--- src/assert_macros.svh ---
// Assertion helpers shared by the RTL.
`ifndef ASSERT_MACROS_SVH
`define ASSERT_MACROS_SVH

// Property checked on every rising clock edge outside reset.
`define BGSR_ASSERT(lbl, prop, msg) \
  lbl: assert property (@(posedge clk_i) disable iff (!rst_ni) (prop)) else $error(msg);

// Same-cycle implication checked outside reset.
`define BGSR_ASSERT_IMP(lbl, ante, cons, msg) \
  lbl: assert property (@(posedge clk_i) disable iff (!rst_ni) (ante) |-> (cons)) \
    else $error(msg);

`endif

--- src/bgsr_pkg.sv ---
package bgsr_pkg;

  // Fixed field widths of the stream and register items.
  localparam int GW_FIELD_W = 5;
  localparam int MARGIN_W   = 4;
  localparam int COLOR_W    = 32;
  localparam int CFG_IDX_W  = 3;
  localparam int CFG_DATA_W = 32;

  localparam int WMUL_W   = 5;
  localparam int WGAP_W   = 4;
  localparam int HMUL_W   = 3;
  localparam int HGAP_W   = 4;
  localparam int ROWS_W   = 6;
  localparam int SPACE_W  = 4;
  localparam int ROWCNT_W = 5;

  // Limits on the effective register values.
  localparam int WMUL_MAX = 16;
  localparam int HMUL_MAX = 4;
  localparam int ROWS_MAX = 32;

  // At most this many spans leave for one glyph row.
  localparam int MAX_SPANS  = 64;
  localparam int SPAN_CNT_W = 7;

  // Register indexes.
  localparam logic [CFG_IDX_W-1:0] REG_WMUL  = 3'd0;
  localparam logic [CFG_IDX_W-1:0] REG_WGAP  = 3'd1;
  localparam logic [CFG_IDX_W-1:0] REG_HMUL  = 3'd2;
  localparam logic [CFG_IDX_W-1:0] REG_HGAP  = 3'd3;
  localparam logic [CFG_IDX_W-1:0] REG_ROWS  = 3'd4;
  localparam logic [CFG_IDX_W-1:0] REG_SPACE = 3'd5;
  localparam logic [CFG_IDX_W-1:0] REG_COLOR = 3'd6;

  typedef enum logic [2:0] {
    ST_IDLE,
    ST_SETUP,
    ST_SKIP,
    ST_SCAN,
    ST_FLUSH,
    ST_FINISH
  } bgsr_state_e;

  // Controls of the row bit shifter.
  typedef struct packed {
    logic load;
    logic shift;
    logic mark;
    logic rewind;
  } bgsr_shift_ctrl_t;

  // Controls of the coordinate unit.
  typedef struct packed {
    logic reload;
    logic setup;
    logic step;
    logic next_rep;
    logic finish;
  } bgsr_coord_ctrl_t;

endpackage

--- src/bgsr_bit_shifter.sv ---
module bgsr_bit_shifter
  import bgsr_pkg::*;
#(
  parameter int ROW_BITS = 32
) (
  input  logic                  clk_i,
  input  bgsr_shift_ctrl_t      ctrl_i,
  input  logic [ROW_BITS-1:0]   row_i,
  output logic                  bit_o
);

  logic [ROW_BITS-1:0] work_q;
  logic [ROW_BITS-1:0] base_q;

  // The working copy moves one bit per cycle toward the top while shift is set; zeros fill in,
  // so bits past the end of the row read as unlit.
  always_ff @(posedge clk_i) begin
    if (ctrl_i.load) begin
      work_q <= row_i;
    end else if (ctrl_i.shift) begin
      work_q <= {work_q[ROW_BITS-2:0], 1'b0};
    end else if (ctrl_i.rewind) begin
      work_q <= base_q;
    end
    if (ctrl_i.mark) begin
      base_q <= work_q;
    end
  end

  assign bit_o = work_q[ROW_BITS-1];

endmodule

--- src/bgsr_coord_unit.sv ---
module bgsr_coord_unit
  import bgsr_pkg::*;
#(
  parameter int COORD_BITS = 16,
  parameter int GW_W       = 5
) (
  input  logic                          clk_i,
  input  logic                          rst_ni,
  input  bgsr_coord_ctrl_t              ctrl_i,
  input  logic signed [COORD_BITS-1:0]  text_x_i,
  input  logic signed [COORD_BITS-1:0]  text_y_i,
  input  logic [GW_W-1:0]               width_i,
  input  logic [WMUL_W-1:0]             wmul_i,
  input  logic [WGAP_W-1:0]             wgap_i,
  input  logic [HMUL_W-1:0]             hmul_i,
  input  logic [HGAP_W-1:0]             hgap_i,
  input  logic [ROWS_W-1:0]             rows_i,
  input  logic [SPACE_W-1:0]            space_i,
  output logic signed [COORD_BITS-1:0]  span_xs_o,
  output logic signed [COORD_BITS-1:0]  span_xe_o,
  output logic signed [COORD_BITS-1:0]  span_y_o
);

  localparam int WW     = COORD_BITS + 12;
  localparam int ADV_W  = GW_W + 6;
  localparam int YSTP_W = ROWCNT_W + 5;
  localparam int SPM_W  = SPACE_W + WMUL_W;
  localparam logic signed [WW-1:0] C_MAX = WW'((64'sd1 <<< (COORD_BITS - 1)) - 64'sd1);
  localparam logic signed [WW-1:0] C_MIN = -C_MAX - WW'(1);

  logic signed [COORD_BITS-1:0] pen_q, pen_d;
  logic signed [COORD_BITS-1:0] top_q, top_d;
  logic [ROWCNT_W-1:0]          rowc_q, rowc_d;
  logic signed [WW-1:0]         x_q, x_d;
  logic signed [WW-1:0]         y_q, y_d;
  logic [ADV_W-1:0]             adv_q, adv_d;

  logic [5:0]          xdelta;
  logic [4:0]          hstep;
  logic [YSTP_W-1:0]   ystep;
  logic [ADV_W-1:0]    adv_mul;
  logic [SPM_W-1:0]    space_mul;
  logic signed [WW-1:0] pen_adv;
  logic signed [WW-1:0] xe_wide;
  logic                 row_end;

  function automatic logic signed [COORD_BITS-1:0] sat_coord(input logic signed [WW-1:0] v);
    if (v > C_MAX) begin
      return COORD_BITS'(C_MAX);
    end else if (v < C_MIN) begin
      return COORD_BITS'(C_MIN);
    end
    return COORD_BITS'(v);
  endfunction

  // Small products: pixel pitch, row pitch and the pen advance.
  assign xdelta    = {1'b0, wmul_i} + {2'b00, wgap_i};
  assign hstep     = {2'b00, hmul_i} + {1'b0, hgap_i};
  assign ystep     = YSTP_W'(rowc_q) * YSTP_W'(hstep);
  assign adv_mul   = ADV_W'(width_i) * ADV_W'(xdelta);
  assign space_mul = SPM_W'(space_i) * SPM_W'(wmul_i);
  assign pen_adv   = WW'(pen_q) + WW'(adv_q) + WW'(space_mul);
  assign row_end   = (({1'b0, rowc_q} + 6'd1) >= rows_i);
  assign xe_wide   = x_q + WW'(wmul_i) - WW'(1);

  // Next values of the pen, the line origin and the scan position.
  always_comb begin
    pen_d  = pen_q;
    top_d  = top_q;
    rowc_d = rowc_q;
    x_d    = x_q;
    y_d    = y_q;
    adv_d  = adv_q;
    if (ctrl_i.reload) begin
      pen_d  = text_x_i;
      top_d  = text_y_i;
      rowc_d = '0;
    end
    if (ctrl_i.setup) begin
      x_d   = WW'(pen_q);
      y_d   = WW'(top_q) + WW'(ystep);
      adv_d = adv_mul;
    end
    if (ctrl_i.step) begin
      x_d = x_q + WW'(xdelta);
    end
    if (ctrl_i.next_rep) begin
      x_d = WW'(pen_q);
      y_d = y_q + WW'(1);
    end
    if (ctrl_i.finish) begin
      if (row_end) begin
        pen_d  = sat_coord(pen_adv);
        rowc_d = '0;
      end else begin
        rowc_d = rowc_q + ROWCNT_W'(1);
      end
    end
  end

  always_ff @(posedge clk_i or negedge rst_ni) begin
    if (!rst_ni) begin
      pen_q  <= '0;
      top_q  <= '0;
      rowc_q <= '0;
    end else begin
      pen_q  <= pen_d;
      top_q  <= top_d;
      rowc_q <= rowc_d;
    end
  end

  always_ff @(posedge clk_i) begin
    x_q   <= x_d;
    y_q   <= y_d;
    adv_q <= adv_d;
  end

  assign span_xs_o = sat_coord(x_q);
  assign span_xe_o = sat_coord(xe_wide);
  assign span_y_o  = sat_coord(y_q);

endmodule

--- src/bitmap_glyph_span_raster_unit.sv ---
// Bitmap glyph span rasterizer.
// The slave stream takes one glyph row per item: the row bitmap (leftmost
// font pixel in the top bit), glyph width, left margin and text origin in
// tdata, and the new-text flag in tuser. The master stream returns one
// horizontal span per lit font pixel and row repeat, with tlast on the final
// span of each row. A dark row gives no item at all.
// Registers are written on the cfg channel, which is always ready; write them
// only while no row is in flight.
// While a row is in the block, the row shift register walks the left margin
// and then every font pixel of every repeat, one bit per cycle while no span
// has to wait on a stalled output register. Each span waits in a pending
// stage until the next lit pixel or the end of the row; a new row is taken
// once the last span of the previous one sits in the output register. When
// the receiver stalls, the output register and one pending span hold and
// the bit scan waits. Reset clears the pen, line origin and row counter to
// zero and loads the register defaults.
`include "assert_macros.svh"

module bitmap_glyph_span_raster_unit
  import bgsr_pkg::*;
#(
  parameter int ROW_BITS        = 32,
  parameter int MAX_GLYPH_WIDTH = 16,
  parameter int COORD_BITS      = 16
) (
  input  logic                  clk_i,
  input  logic                  rst_ni,
  // Configuration write channel.
  input  logic                  cfg_valid_i,
  output logic                  cfg_ready_o,
  input  logic [CFG_IDX_W-1:0]  cfg_index_i,
  input  logic [CFG_DATA_W-1:0] cfg_data_i,
  // Glyph rows in.
  input  logic                  s_axis_tvalid,
  output logic                  s_axis_tready,
  // row_bitmap, glyph_width, left_margin, text_x, text_y, zero fill
  input  logic [((ROW_BITS+GW_FIELD_W+MARGIN_W+2*COORD_BITS+7)/8)*8-1:0] s_axis_tdata,
  // new_text
  input  logic                  s_axis_tuser,
  // Spans out.
  output logic                  m_axis_tvalid,
  input  logic                  m_axis_tready,
  // span_x_start, span_x_end, span_y, span_color, zero fill
  output logic [((3*COORD_BITS+COLOR_W+7)/8)*8-1:0] m_axis_tdata,
  output logic                  m_axis_tlast
);

  localparam int OFF_GW   = ROW_BITS;
  localparam int OFF_MG   = OFF_GW + GW_FIELD_W;
  localparam int OFF_TX   = OFF_MG + MARGIN_W;
  localparam int OFF_TY   = OFF_TX + COORD_BITS;
  localparam int OUT_BITS = 3 * COORD_BITS + COLOR_W;
  localparam int OUT_W    = ((OUT_BITS + 7) / 8) * 8;
  localparam int GW_W     = $clog2(MAX_GLYPH_WIDTH + 1);

  // Registers.
  logic [WMUL_W-1:0]  wmul_q;
  logic [WGAP_W-1:0]  wgap_q;
  logic [HMUL_W-1:0]  hmul_q;
  logic [HGAP_W-1:0]  hgap_q;
  logic [ROWS_W-1:0]  rows_q;
  logic [SPACE_W-1:0] space_q;
  logic [COLOR_W-1:0] color_q;

  bgsr_state_e state_q, state_d;

  logic [GW_W-1:0]       width_q, width_d;
  logic [MARGIN_W-1:0]   skip_q;
  logic [GW_W-1:0]       pix_q;
  logic [HMUL_W-1:0]     rep_q;
  logic [SPAN_CNT_W-1:0] span_cnt_q;

  logic                         pend_v_q;
  logic signed [COORD_BITS-1:0] pend_xs_q, pend_xe_q, pend_y_q;
  logic                         m_valid_q;
  logic [OUT_W-1:0]             m_data_q;
  logic                         m_last_q;

  logic s_acc, cfg_acc, out_free, can_emit, rep_done, last_rep, capped, bit_lit;
  logic push, push_last, pend_load, skip_dec, pix_step, rep_next;
  bgsr_shift_ctrl_t sh_ctrl;
  bgsr_coord_ctrl_t co_ctrl;
  logic signed [COORD_BITS-1:0] span_xs, span_xe, span_y;

  logic [GW_FIELD_W-1:0] gw_in;
  logic [WMUL_W-1:0]     cfg_wmul;
  logic [HMUL_W-1:0]     cfg_hmul;
  logic [ROWS_W-1:0]     cfg_rows;

  assign s_acc    = s_axis_tvalid && s_axis_tready;
  assign cfg_acc  = cfg_valid_i && cfg_ready_o;
  assign out_free = !m_valid_q || m_axis_tready;
  assign can_emit = !pend_v_q || out_free;
  assign rep_done = (pix_q == width_q);
  assign last_rep = (rep_q == hmul_q - HMUL_W'(1));
  assign capped   = (span_cnt_q == SPAN_CNT_W'(MAX_SPANS));

  assign gw_in   = s_axis_tdata[OFF_MG-1:OFF_GW];
  assign width_d = (32'(gw_in) > MAX_GLYPH_WIDTH) ? GW_W'(MAX_GLYPH_WIDTH) : GW_W'(gw_in);

  // Out-of-range register values are clamped as they are written.
  assign cfg_wmul = (cfg_data_i[WMUL_W-1:0] == '0) ? WMUL_W'(1) :
                    (32'(cfg_data_i[WMUL_W-1:0]) > WMUL_MAX) ? WMUL_W'(WMUL_MAX) :
                    cfg_data_i[WMUL_W-1:0];
  assign cfg_hmul = (cfg_data_i[HMUL_W-1:0] == '0) ? HMUL_W'(1) :
                    (32'(cfg_data_i[HMUL_W-1:0]) > HMUL_MAX) ? HMUL_W'(HMUL_MAX) :
                    cfg_data_i[HMUL_W-1:0];
  assign cfg_rows = (cfg_data_i[ROWS_W-1:0] == '0) ? ROWS_W'(1) :
                    (32'(cfg_data_i[ROWS_W-1:0]) > ROWS_MAX) ? ROWS_W'(ROWS_MAX) :
                    cfg_data_i[ROWS_W-1:0];

  bgsr_bit_shifter #(
    .ROW_BITS (ROW_BITS)
  ) u_shifter (
    .clk_i  (clk_i),
    .ctrl_i (sh_ctrl),
    .row_i  (s_axis_tdata[ROW_BITS-1:0]),
    .bit_o  (bit_lit)
  );

  bgsr_coord_unit #(
    .COORD_BITS (COORD_BITS),
    .GW_W       (GW_W)
  ) u_coord (
    .clk_i     (clk_i),
    .rst_ni    (rst_ni),
    .ctrl_i    (co_ctrl),
    .text_x_i  (s_axis_tdata[OFF_TY-1:OFF_TX]),
    .text_y_i  (s_axis_tdata[OFF_TY+COORD_BITS-1:OFF_TY]),
    .width_i   (width_q),
    .wmul_i    (wmul_q),
    .wgap_i    (wgap_q),
    .hmul_i    (hmul_q),
    .hgap_i    (hgap_q),
    .rows_i    (rows_q),
    .space_i   (space_q),
    .span_xs_o (span_xs),
    .span_xe_o (span_xe),
    .span_y_o  (span_y)
  );

  // Next state.
  always_comb begin
    state_d = state_q;
    case (state_q)
      ST_IDLE: begin
        if (s_acc) state_d = ST_SETUP;
      end
      ST_SETUP: state_d = ST_SKIP;
      ST_SKIP: begin
        if (skip_q == '0) state_d = ST_SCAN;
      end
      ST_SCAN: begin
        if (capped || (rep_done && last_rep)) state_d = ST_FLUSH;
      end
      ST_FLUSH: begin
        if (!pend_v_q || out_free) state_d = ST_FINISH;
      end
      ST_FINISH: state_d = ST_IDLE;
      default: state_d = ST_IDLE;
    endcase
  end

  // Strobes for the shifter, coordinate unit, counters and span stages.
  always_comb begin
    sh_ctrl   = '0;
    co_ctrl   = '0;
    push      = 1'b0;
    push_last = 1'b0;
    pend_load = 1'b0;
    skip_dec  = 1'b0;
    pix_step  = 1'b0;
    rep_next  = 1'b0;
    case (state_q)
      ST_IDLE: begin
        sh_ctrl.load   = s_acc;
        co_ctrl.reload = s_acc && s_axis_tuser;
      end
      ST_SETUP: co_ctrl.setup = 1'b1;
      ST_SKIP: begin
        if (skip_q != '0) begin
          sh_ctrl.shift = 1'b1;
          skip_dec      = 1'b1;
        end else begin
          sh_ctrl.mark = 1'b1;
        end
      end
      ST_SCAN: begin
        if (!capped) begin
          if (rep_done) begin
            if (!last_rep) begin
              sh_ctrl.rewind   = 1'b1;
              co_ctrl.next_rep = 1'b1;
              rep_next         = 1'b1;
            end
          end else if (!bit_lit || can_emit) begin
            sh_ctrl.shift = 1'b1;
            co_ctrl.step  = 1'b1;
            pix_step      = 1'b1;
            pend_load     = bit_lit;
            push          = bit_lit && pend_v_q;
          end
        end
      end
      ST_FLUSH: begin
        push      = pend_v_q && out_free;
        push_last = 1'b1;
      end
      ST_FINISH: co_ctrl.finish = 1'b1;
      default: ;
    endcase
  end

  // Control state, counters and registers.
  always_ff @(posedge clk_i or negedge rst_ni) begin
    if (!rst_ni) begin
      state_q    <= ST_IDLE;
      width_q    <= '0;
      skip_q     <= '0;
      pix_q      <= '0;
      rep_q      <= '0;
      span_cnt_q <= '0;
      pend_v_q   <= 1'b0;
      m_valid_q  <= 1'b0;
      wmul_q     <= WMUL_W'(1);
      wgap_q     <= '0;
      hmul_q     <= HMUL_W'(1);
      hgap_q     <= '0;
      rows_q     <= ROWS_W'(8);
      space_q    <= SPACE_W'(1);
      color_q    <= '0;
    end else begin
      state_q <= state_d;
      if (s_acc) begin
        width_q    <= width_d;
        skip_q     <= s_axis_tdata[OFF_TX-1:OFF_MG];
        pix_q      <= '0;
        rep_q      <= '0;
        span_cnt_q <= '0;
      end
      if (skip_dec) skip_q <= skip_q - MARGIN_W'(1);
      if (pix_step) pix_q <= pix_q + GW_W'(1);
      if (rep_next) begin
        pix_q <= '0;
        rep_q <= rep_q + HMUL_W'(1);
      end
      if (pend_load) begin
        span_cnt_q <= span_cnt_q + SPAN_CNT_W'(1);
        pend_v_q   <= 1'b1;
      end else if (push) begin
        pend_v_q <= 1'b0;
      end
      if (push) begin
        m_valid_q <= 1'b1;
      end else if (m_axis_tready) begin
        m_valid_q <= 1'b0;
      end
      if (cfg_acc) begin
        case (cfg_index_i)
          REG_WMUL:  wmul_q  <= cfg_wmul;
          REG_WGAP:  wgap_q  <= cfg_data_i[WGAP_W-1:0];
          REG_HMUL:  hmul_q  <= cfg_hmul;
          REG_HGAP:  hgap_q  <= cfg_data_i[HGAP_W-1:0];
          REG_ROWS:  rows_q  <= cfg_rows;
          REG_SPACE: space_q <= cfg_data_i[SPACE_W-1:0];
          REG_COLOR: color_q <= cfg_data_i[COLOR_W-1:0];
          default: ;
        endcase
      end
    end
  end

  // Pending span and output register payloads.
  always_ff @(posedge clk_i) begin
    if (pend_load) begin
      pend_xs_q <= span_xs;
      pend_xe_q <= span_xe;
      pend_y_q  <= span_y;
    end
    if (push) begin
      m_data_q <= OUT_W'({color_q, pend_y_q, pend_xe_q, pend_xs_q});
      m_last_q <= push_last;
    end
  end

  assign cfg_ready_o   = 1'b1;
  assign s_axis_tready = (state_q == ST_IDLE);
  assign m_axis_tvalid = m_valid_q;
  assign m_axis_tdata  = m_data_q;
  assign m_axis_tlast  = m_last_q;

  `BGSR_ASSERT_IMP(a_pend_not_lost, pend_load && pend_v_q, push, "pending span overwritten")
  `BGSR_ASSERT_IMP(a_idle_no_pend, state_q == ST_IDLE, !pend_v_q, "span left pending at idle")
  `BGSR_ASSERT_IMP(a_span_cap, pend_load, span_cnt_q < SPAN_CNT_W'(MAX_SPANS), "span cap passed")

endmodule
--- config.mk ---
export PLATFORM = sky130hd
export DESIGN_NAME = bitmap_glyph_span_raster_unit
export DESIGN_NICKNAME = d
export VERILOG_FILES = /design/src/bgsr_pkg.sv /design/src/bgsr_bit_shifter.sv /design/src/bgsr_coord_unit.sv /design/src/bitmap_glyph_span_raster_unit.sv
export VERILOG_INCLUDE_DIRS = /design/src /design/src/src
export SDC_FILE = /design/constraint.sdc
export NUM_CORES = 1
export LEC_CHECK = 0
export BUFFER_PORTS_ARGS = -buffer_cell sky130_fd_sc_hd__buf_2
export CAP_MARGIN = 10
export CELL_PAD_IN_SITES_DETAIL_PLACEMENT = 0
export CELL_PAD_IN_SITES_GLOBAL_PLACEMENT = 1
export CORE_ASPECT_RATIO = 1.4
export CORE_MARGIN = 2
export CORE_UTILIZATION = 44
export DETAILED_ROUTE_END_ITERATION = 8
export HOLD_SLACK_MARGIN = 0.1
export PLACE_DENSITY = 0.8
export SLEW_MARGIN = 0
export SYNTH_ARGS = -nofsm -noshare
export SYNTH_HDL_FRONTEND = slang
export SYNTH_HIERARCHICAL = 1
export SYNTH_SLANG_ARGS = --single-unit
--- constraint.sdc ---
create_clock -name clk_i -period 5.4 [get_ports clk_i]
set_clock_uncertainty 0.05 [all_clocks]
set_input_delay 0.27 -clock clk_i [delete_from_list [all_inputs] [get_ports clk_i]]
set_output_delay 0.27 -clock clk_i [all_outputs]
set_load 0.01 [all_outputs]
==> flow_summary.ini <==
[route]
drt-wirelength-per-cell_um = 17.54
routed_via_density = 5.271
drt_iter0_drc = 755
ant_nets = 0
dr.pass1.iters = 7
via_count = 15580
drc = 0
wirelength_mm = 51.83

[flow_run]
max_cap_viol_count = 0

[clock_tree]
cts_htree_levels = 2
cts_max_path_buffers = 3
cts_sinks = 384
cts_tree = done
clk_pin_slew_ns = 0.06
clock-root-buffer = clkbuf_16
cts_inserted_buffers = 40
worst_skew_pair.late_latency_ns = 0.58

[sta]
period_needed_ns = 5.422
setup_slack_ns = -0.02154
final_max_slew_viol_count = 0
max_freq_ghz = 0.1844
relSlewSlack_pct = 28.53
rsz0062_at_grt = true
worst_pin_slew_ns = 1.072
fin_crit_sh_pct = 100.4
holdWs_ns = 0.1463
finalHoldViolations = 0
tns_ns = -0.05499
setup_viol = 4

[synthesis]
synthSimpleGateAreaFrac_pct = 10.88
syn_area_per_cell_um2 = 11.48
yosys_warnings = 6
netlist_area_um2 = 21970
synth_mux_area_share_pct = 5.172
synth-xor-area-share_pct = 5.206
synthFlopType = edfxtp_1
synth_edf_count = 260
ys_async_sr_fraction_pct = 32.29
synth_cells = 1914
synth_compound_area_share_pct = 11.64
ys_types = 83
syn_nets = 2244
synth_top_family_by_area = adder cells
ys_ff_latch = 384
ys_seq_area_share_pct = 49.69
synthAdderAreaFrac_pct = 13.34

[placed_design]
io_buffers = 196
gp_congestion = 0.8618
dp.cells = 2738
hpwl_mm = 36.30
place_area_um2 = 23870

[global_routing]
grt_max_degree = 66
grt-ovfl-total = 0
antenna_found_initial = 0
grt_pass1_wl_mm = 82.39
grt_pass1_vias = 16020
grt_usage_pct = 20.15

[power]
powerDensity_nw_per_um2 = 624.0
p_leak_uw = 0.01160
irDropWorstVdd_mv = 0.4469

[worst_setup_path]
timing.rr.start = hgap_q[0]
cp.arrival_ns = 5.70
crit_path_max_fanout = 6
slowest_stage = fa_1
path_cells = ha_4 > fa_2 > xor2_2 > nand2_1 > fa_1 > fa_1 > fa_1 > inv_2 > ha_4 > a21oi_4 > o21bai_4 > a21oi_2 > o21bai_1 > a21oi_1 > xor2_1 > ha_4 > a21oi_4 > o21ai_4 > buf_6 > nor3b_1 > o31a_1
cp-end-kind = register
crit_path_start_kind = register
reg2regPathDepth = 21
cp_data_required_time_ns = 5.67
worstSetupPathType = reg -> reg
r2r_end = u_coord/y_q[12]
max_stage_delay_ns = 0.57
r2r_slack_ns = -0.02

[floorplanning]
initial_core_util_pct = 44.72
pin_count = 205
die_h_um = 268.4
die_w_um = 192.8
core_area_um2 = 49130
rows = 96
die-area_um2 = 51750

[finish]
area.growth.synth_to_final_pct = 22.40
post-route-cell-area_um2 = 26890
nFillCells = 4162
fin_nets = 2616
final_cells = 2955
drive_above_1_share_pct = 21.23
diodes = 0

[outcome]
violations = negative setup slack
status = complete, but fails checks

[min_path]
min_from = cfg_valid_i
hold_end = space_q[0]
hold_class = in -> reg
holdPathStages = 3
[state kept, by name (all words and copies together), names as in the netlist, 6 cells and up]
name,count
pend_xe_q,16
u_coord/y_q,28
pend_y_q,16
rows_q,6
u_shifter/base_q,32
pend_xs_q,16
m_axis_tdata,80
u_coord/x_q,28
color_q,32
u_coord/pen_q,16
u_coord/adv_q,11
u_shifter/work_q,32
span_cnt_q,7
u_coord/top_q,16
[cells in the final DEF (no fill, tap or decap), types with 41 or more instances in the layout]
master | synthesis | layout
a21oi_1 | 82 | 67
dlygate4sd3_1 | 0 | 112
a21o_1 | 67 | 67
nand2_1 | 187 | 184
xnor2_1 | 94 | 89
mux2i_1 | 46 | 46
clkbuf_16 | 0 | 41
nor2_1 | 56 | 55
mux2_2 | 60 | 60
buf_2 | 17 | 196
inv_1 | 155 | 147
buf_4 | 2 | 73
o21ai_0 | 86 | 77
and2_1 | 54 | 52
dfrtp_1 | 120 | 117
o21ai_1 | 41 | 47
edfxtp_1 | 260 | 260
ha_1 | 167 | 157
[worst max path at each step]
stage                          from  cells after the start                end
after floorplan           hmul_q[1]                     22    u_coord/y_q[13]
after global placement    hmul_q[1]                     21    u_coord/y_q[21]
after detailed placement  hmul_q[1]                     21    u_coord/y_q[19]
after CTS                 wmul_q[0]                     23  u_coord/pen_q[13]
after global routing      hgap_q[0]                     21    u_coord/y_q[13]
final                     hgap_q[0]                     21    u_coord/y_q[12]
[critical path: cells and delay by family (launching register included)]
family	cells	cell delay (ns)
buffers and inverters	2	0.18
XOR/XNOR	2	0.44
flip-flops	1	0.41
AO/OA/AOI/OAI	8	1.24
AND/OR/NAND/NOR	2	0.22
adder cells (fa/ha/maj)	7	2.64
[cell usage after synthesis, types with 23 or more instances]
master / n / area share, %
a21o_1: 67 / 2.3
a21oi_1: 82 / 1.9
and2_1: 54 / 1.5
clkbuf_1: 31 / 0.53
dfrtp_1: 120 / 14
edfxtp_1: 260 / 36
fa_1: 42 / 3.8
ha_1: 167 / 9.5
inv_1: 155 / 2.6
mux2_2: 60 / 3.1
mux2i_1: 46 / 2.1
nand2_1: 187 / 3.2
nand3_1: 40 / 0.91
nor2_1: 56 / 0.96
nor3_1: 23 / 0.52
o21ai_0: 86 / 2.0
o21ai_1: 41 / 0.93
xnor2_1: 94 / 3.7
xor2_1: 34 / 1.4
[metrics by stage]
stage	power (uW)	setup slack (ns)	utilization, %
final	16780	-0.02154	54.73
after detailed placement	13660	-0.3033	48.60
after global placement	13420	-0.2202	48.60
after floorplan	11510	0.007759	-
after CTS	16740	0.01146	53.95
after global routing	18050	-0.2372	54.73
[area by class of cell]
class	instances	area (um2)	area share (%)
tap	637	797.0	2.964
inverter	155	581.8	2.164
clock buffer	49	1076	4.002
clock inverter	25	270.3	1.005
sequential	384	10920	40.61
multi-input combinational	1318	10520	39.12
timing repair buffer	387	2726	10.14
[logic make-up after synthesis]
logic type / count (synthesis)
AO/OA/AOI/OAI: 396
XOR/XNOR: 129
adder cells (fa/ha/maj): 209
buffers and inverters: 213
flip-flops: 384
multiplexers: 106
other: 1
AND/OR/NAND/NOR: 476
[repair_timing]
action,in CTS,in global routing
endpoints found under the hold margin,193,0
pin swaps,25,54
endpoints found under the setup margin,29,36
setup buffers,11,18
cloned,2,0
hold buffers,112,0
gates resized for setup,17,58
[metal layers]
| layer | global-route usage [%] | wire [um] | vias up |
|---|---|---|---|
| li1 | - | - | 7549 |
| met1 | 23.17 | 20670 | 7644 |
| met2 | 37.70 | 27960 | 290 |
| met3 | 2.899 | 1626 | 94 |
| met4 | 7.056 | 1572 | 0 |
| met5 | 0 | 0 | - |
[power breakdown]
part / total (uW) / leakage [uW] / switching, uW / internal (uW)
Sequential: 5800 / 0.00394 / 774 / 5020
Combinational: 8130 / 0.00699 / 4810 / 3320
Clock: 2850 / 0.000666 / 1210 / 1630
Power figures use the tool's default switching activity.
